### src/rtl/set_assoc_lru_byte_cache_unit_defines.svh
// Assertion macros for the set-associative byte cache.
// Included by modules that check their own control logic; needs clk_i and rst_ni in scope.
`ifndef SET_ASSOC_LRU_BYTE_CACHE_UNIT_DEFINES_SVH
`define SET_ASSOC_LRU_BYTE_CACHE_UNIT_DEFINES_SVH

// A property checked at every clock edge outside reset.
`define SALBC_ASSERT(lbl, prop, msg) \
  lbl: assert property (@(posedge clk_i) disable iff (!rst_ni) (prop)) else $error(msg);

// A property checked at every clock edge, reset included.
`define SALBC_ASSERT_ALWAYS(lbl, prop, msg) \
  lbl: assert property (@(posedge clk_i) (prop)) else $error(msg);

`endif

### src/rtl/salbc_ram.sv
// Generic simple dual-port RAM: one write port, one read port with registered data.
// Stand-alone; no package needed.
module salbc_ram #(
  parameter int unsigned Width = 8,
  parameter int unsigned Depth = 256
) (
  input  logic                     clk_i,
  input  logic                     we_i,
  input  logic [$clog2(Depth)-1:0] waddr_i,
  input  logic [Width-1:0]         wdata_i,
  input  logic                     re_i,
  input  logic [$clog2(Depth)-1:0] raddr_i,
  output logic [Width-1:0]         rdata_o
);

  logic [Width-1:0] mem_q [Depth];
  logic [Width-1:0] rdata_q;

  // Write port and registered read port.
  always_ff @(posedge clk_i) begin
    if (we_i) begin
      mem_q[waddr_i] <= wdata_i;
    end
    if (re_i) begin
      rdata_q <= mem_q[raddr_i];
    end
  end

  assign rdata_o = rdata_q;

endmodule
### config.mk
export PLATFORM = sky130hd
export DESIGN_NAME = salbc_ram
export DESIGN_NICKNAME = d
export VERILOG_FILES = /design/src/rtl/set_assoc_lru_byte_cache_unit_defines.svh /design/src/rtl/salbc_ram.sv
export SDC_FILE = /design/constraint.sdc
export NUM_CORES = 2
export LEC_CHECK = 0
export BUFFER_PORTS_ARGS = -buffer_cell sky130_fd_sc_hd__buf_4
export CAP_MARGIN = 40
export CORE_MARGIN = 2
export CORE_UTILIZATION = 45
export CTS_CLUSTER_SIZE = 25
export DETAILED_ROUTE_END_ITERATION = 10
export PLACE_DENSITY = 0.71
export SYNTH_ARGS = -nofsm -noshare
export SYNTH_HDL_FRONTEND = slang
export SYNTH_SLANG_ARGS = --single-unit
### constraint.sdc
create_clock -name clk_i -period 2.2 [get_ports clk_i]
set_input_delay 0.11 -clock clk_i [delete_from_list [all_inputs] [get_ports clk_i]]
set_output_delay 0.11 -clock clk_i [all_outputs]
set_load 0.05 [all_outputs]
Word-level counts from Yosys, hierarchy flattened
Memory sizes are Yosys's and may differ from the RTL's. A register that Yosys moved wholly into a read port is not among the register bits.
Cells that the tools add are included.
{"block": "op_classes", "mux": 2}
{"cell": "$mux W1", "count": 2}
{"block": "totals", "reg_bits": 0, "n_memories": 1, "ramBits": 2048, "out_inout_bits": 8}
{"name": "mem_q", "depth": 256, "word_bits": 8, "rd": 1, "rd_ports_with_merged_regs": 1, "write_ports": 1, "line": "salbc_ram.sv:16", "source": "logic [Width-1:0] mem_q [Depth];"}

Logic depth before layout (Yosys ltp)
{"block": "logic_depth", "depth_word": 2, "ltp_mapped": 11}

Worst setup path before layout
OpenSTA, ideal clock, no wires.
{"block": "synth_timing", "path_kind": "input port to flip-flop", "start": "input raddr_i[0]", "end": "register rdata_q[2] (netlist: rdata_o[2]), read port of mem_q (data pin)", "path_stages": 9, "setup_time_ns": 0.269, "required_ns": 1.931, "setup_slack_ns": 0.014, "arrival_ns": 1.917, "path_cell_list": "buf_6 > buf_12 > buf_8 > buf_2 > mux4_2 > a22oi_1 > a21oi_1 > nor4_1 > nor4_2"}
{"element": "start: declaration", "line": "salbc_ram.sv:12", "source": "input logic [$clog2(Depth)-1:0] raddr_i,"}
{"element": "end: declaration", "line": "salbc_ram.sv:17", "source": "logic [Width-1:0] rdata_q;"}

==> results_tabular.tex <==
\begin{tabular}{lr}
\hline
Metric & Value \\
\hline
\multicolumn{2}{l}{\textbf{Status}} \\
\quad Outcome & finished with violations \\
\quad Violations in the final reports & negative setup slack \\
\multicolumn{2}{l}{\textbf{STA}} \\
\quad Number of max-slew violations in the final report & 0 \\
\quad Fin. Hold Viols & 0 \\
\quad RSZ-0062 raised after global routing & yes \\
\quad Max\_slew headroom & 46.8\% \\
\quad Highest Clock Rate & 408 MHz \\
\quad Setup-failing EPs final & 8 \\
\quad Final critical-path share of the clock period & 111\% \\
\quad Worst setup margin & -0.251 ns \\
\quad Clock skew after layout & 0.0486 ns \\
\quad Time the final worst path needs with I/O delays and setup & 2.45 ns \\
\quad Worst-margin pin slew & 0.794 ns \\
\quad Worst hold slack & 0.0706 ns \\
\multicolumn{2}{l}{\textbf{Worst setup path}} \\
\quad Crit Path Category & register to register \\
\quad Kind of capture point of the worst setup path & register \\
\quad Worst-path maximum fanout & 1 \\
\quad FF-to-FF Start & mem\_q[87][4] \\
\quad Data arrival, critical path & 3.04 ns \\
\quad Capturing element of the worst setup path & rdata\_o[4] \\
\quad R2r setup slk & -0.25 ns \\
\quad Crit path required time & 2.79 ns \\
\quad Worst setup SP type & register \\
\quad Start point of the critical path & mem\_q[87][4] \\
\quad Reg-to-Reg End & rdata\_o[4] \\
\quad Worst r2r path cells & 6 \\
\multicolumn{2}{l}{\textbf{Power}} \\
\quad Maximum ir drop on the vdd rail & 0.000834 V \\
\quad Power density over the cells & 856 nW/um\^{}2 \\
\quad LEAKAGE & 30.7 nW \\
\multicolumn{2}{l}{\textbf{Final layout}} \\
\quad Final-stage net count & 4486 \\
\quad Layout overhead on the synthesized area & 19.1\% \\
\quad Fraction of final layout cells sized beyond drive strength 1 & 33.1\% \\
\quad Number of inserted filler cells in the final layout & 12.9k \\
\multicolumn{2}{l}{\textbf{Logic synthesis}} \\
\quad Synthesis-stage register bit count & 2056 \\
\quad Number of cells produced by synthesis & 3733 \\
\quad Number of distinct library cell variants in the gate-level netlist after synthesis & 54 \\
\quad Share of the synthesized area in the top cell type & 77.5\% \\
\quad Share of async-settable or async-resettable flops after synthesis & 0\% \\
\quad Top-count cell post-synth & sky130\_fd\_sc\_hd\_\_edfxtp\_1 \\
\quad Synth area leaders & sky130\_fd\_sc\_hd\_\_edfxtp\_1, sky130\_fd\_sc\_hd\_\_mux4\_2, sky130\_fd\_sc\_hd\_\_mux2i\_1 \\
\quad Top cell types by occurrence after synthesis & sky130\_fd\_sc\_hd\_\_edfxtp\_1, sky130\_fd\_sc\_hd\_\_mux4\_2, sky130\_fd\_sc\_hd\_\_nor2\_1 \\
\quad Most used flip-flop cell after synthesis & sky130\_fd\_sc\_hd\_\_edfxtp\_1 \\
\quad Summed instance area of the synthesized netlist & 79600 um\^{}2 \\
\quad Net count after synthesis & 3760 \\
\quad Biggest area consumer among synthesized cells & sky130\_fd\_sc\_hd\_\_edfxtp\_1 \\
\quad Yosys warning total & 0 \\
\quad Number of flops mapped to enable cells by yosys & 2056 \\
\quad Portion of the post-synthesis area used by sequential elements & 77.5\% \\
\quad Syn avg cell area & 21.3 um\^{}2 \\
\multicolumn{2}{l}{\textbf{Die}} \\
\quad I/O pin count & 35 \\
\quad Die height & 425 um \\
\quad Starting Density & 45.3\% \\
\quad Die W & 425 um \\
\quad Die outline area & 180000 um\^{}2 \\
\quad Floorplan Core Area & 176000 um\^{}2 \\
\quad Row count & 154 \\
\multicolumn{2}{l}{\textbf{Routing}} \\
\quad Starting DRT DRC Count & 5252 \\
\quad Detailed Route WL & 198000 um \\
\quad Count of antenna-violating nets left after detailed routing & 0 \\
\quad Vias & 41.8k \\
\quad Residual DRC count & 0 \\
\quad Wire length per cell after detailed routing & 28.4 um \\
\quad Routed vias/inst & 6.00 \\
\quad First drt pass iteration count & 6 \\
\multicolumn{2}{l}{\textbf{Run}} \\
\quad Max cap viols & 0 \\
\multicolumn{2}{l}{\textbf{Place}} \\
\quad Number of port buffers & 34 \\
\quad Post-placement setup slack & -0.838 ns \\
\quad Gp weighted congestion & 0.896 \\
\quad Post-detailed-placement half-perimeter wirelength & 127000 um \\
\multicolumn{2}{l}{\textbf{Clocking}} \\
\quad TritonCTS clock tree & built \\
\quad Clk sinks & 2056 \\
\quad Clock Latency Late Sink & 0.83 ns \\
\quad Clock-pin slew on the worst setup and hold paths & 0.06 ns \\
\quad Number of CTS-inserted buffers & 199 \\
\quad Maximum count of clock buffers along a single path & 3 \\
\quad Root buffer cell & sky130\_fd\_sc\_hd\_\_clkbuf\_16 \\
\quad Number of levels in the clock H-tree & 4 \\
\quad Setup Fix Bufs, Post-CTS & 0 \\
\multicolumn{2}{l}{\textbf{GRT}} \\
\quad Vias in the first global route & 41.8k \\
\quad Pin count of the biggest net entering global routing & 105 \\
\quad Remaining global-route overflow & 0 \\
\quad Antenna violations before repair & 2 \\
\quad Total global-route track usage & 22.0\% \\
\quad Wire length of the first global-routing pass & 288000 um \\
\multicolumn{2}{l}{\textbf{Worst hold path}} \\
\quad Class of the tightest hold or removal check & primary input to register \\
\hline
\end{tabular}
==> cell usage in the layout, fill, tap and decap left out, types with 14 or more instances in the layout <==
cell                            netlist  layout
sky130_fd_sc_hd__dlygate4sd3_1        0      17
sky130_fd_sc_hd__mux2i_1            134     134
sky130_fd_sc_hd__a21oi_1             96      96
sky130_fd_sc_hd__buf_12               8      97
sky130_fd_sc_hd__nand2_1             33      33
sky130_fd_sc_hd__mux4_2             454     455
sky130_fd_sc_hd__clkinv_2             0      36
sky130_fd_sc_hd__buf_4               27     632
sky130_fd_sc_hd__clkbuf_16            0     204
sky130_fd_sc_hd__nor2_1             282     276
sky130_fd_sc_hd__clkbuf_1           111      42
sky130_fd_sc_hd__nor3_1              22      14
sky130_fd_sc_hd__a22oi_1            133     132
sky130_fd_sc_hd__edfxtp_1          2056    2056
sky130_fd_sc_hd__clkinv_1             1      48
sky130_fd_sc_hd__nor2b_1             31      27
sky130_fd_sc_hd__nand3_1             34      34
sky130_fd_sc_hd__o22ai_1             28      28
sky130_fd_sc_hd__bufinv_16            0      16
sky130_fd_sc_hd__o221ai_1            46      44
==> flip-flops by register name, summed over array words and instances (netlist names) <==
register and count:
mem_q 2048, rdata_o 8
==> worst min path at each step <==
stage	depth (start not counted)	to	slack (ns)	start
finish	4	mem_q[177][5]	0.07	waddr_i[5]
global route	3	mem_q[223][1]	0.05	waddr_i[6]
CTS	4	mem_q[177][5]	0.00003	waddr_i[5]
detailed placement	1	mem_q[100][7]	0.44	wdata_i[7]
global placement	1	mem_q[96][7]	0.44	wdata_i[7]
floorplan	0	mem_q[0][0]	0.21	wdata_i[0]
==> worst max-delay path, cell delays in order, from the launching register on <==
cell                       delay, ns
sky130_fd_sc_hd__edfxtp_1       0.37
sky130_fd_sc_hd__mux4_2         0.53
sky130_fd_sc_hd__mux4_2         0.53
sky130_fd_sc_hd__nor2b_4        0.18
sky130_fd_sc_hd__nor4_4         0.38
sky130_fd_sc_hd__buf_4          0.19
sky130_fd_sc_hd__nor4_2         0.03
==> routing by layer <==
metal	global-route usage (%)	wire length, um
met1	30.6	76000
met2	35.1	95900
met3	4.12	18900
met4	7.45	6670
met5	0	11
==> report_power, final <==
group | internal, W | switching [W]
combinational | 0.00194 | 0.00276
sequential | 0.0432 | 0.0000605
clock | 0.0189 | 0.0144
total | 0.0640 | 0.0172
==> through the flow <==
stage | total power (W) | setup TNS [ns] | area [um^2] | cells | util [%]
CTS | 0.0816 | -0.854 | 94800 | 6960 | 53.9
detailed placement | 0.0486 | -5.63 | 88000 | 6584 | 50.0
global route | 0.0833 | -1.22 | 94800 | 6960 | 53.9
global placement | 0.0486 | -6.13 | 88000 | 6583 | 50.0
finish | 0.0812 | -0.977 | 94800 | 6961 | 53.9
floorplan | 0.0462 | 0 | 79600 | 3733 | -
==> cell type report <==
class | count | area (um^2) | share of cell area, %
Timing Repair Buffer | 758 | 7010 | 7.40
Tap cell | 2340 | 2930 | 3.09
Clock inverter | 116 | 1080 | 1.14
Inverter | 2 | 7.51 | 0.00792
Antenna cell | 1 | 2.50 | 0.00264
Multi-Input combinational cell | 1442 | 16800 | 17.7
Clock buffer | 246 | 5260 | 5.55
Sequential cell | 2056 | 61700 | 65.1
==> logic make-up (layout without fill, tap and decap cells) <==
family	count (synthesis)	count (layout)	share of synthesized area [%]
buffers and inverters	235	1122	1.83
DFF	2056	2056	77.5
and+or+nand+nor	466	466	2.63
other	0	1	0
muxes	591	591	14.6
AOI/OAI and AO/OA	385	385	3.42
==> timing repair <==
action	in CTS	in global routing
endpoints found under the hold margin	892	0
pin swaps	22	9
gates resized for setup	46	10
hold buffers	17	0
endpoints found under the setup margin	8	14
Note: power is estimated with default switching activity, not from simulation.
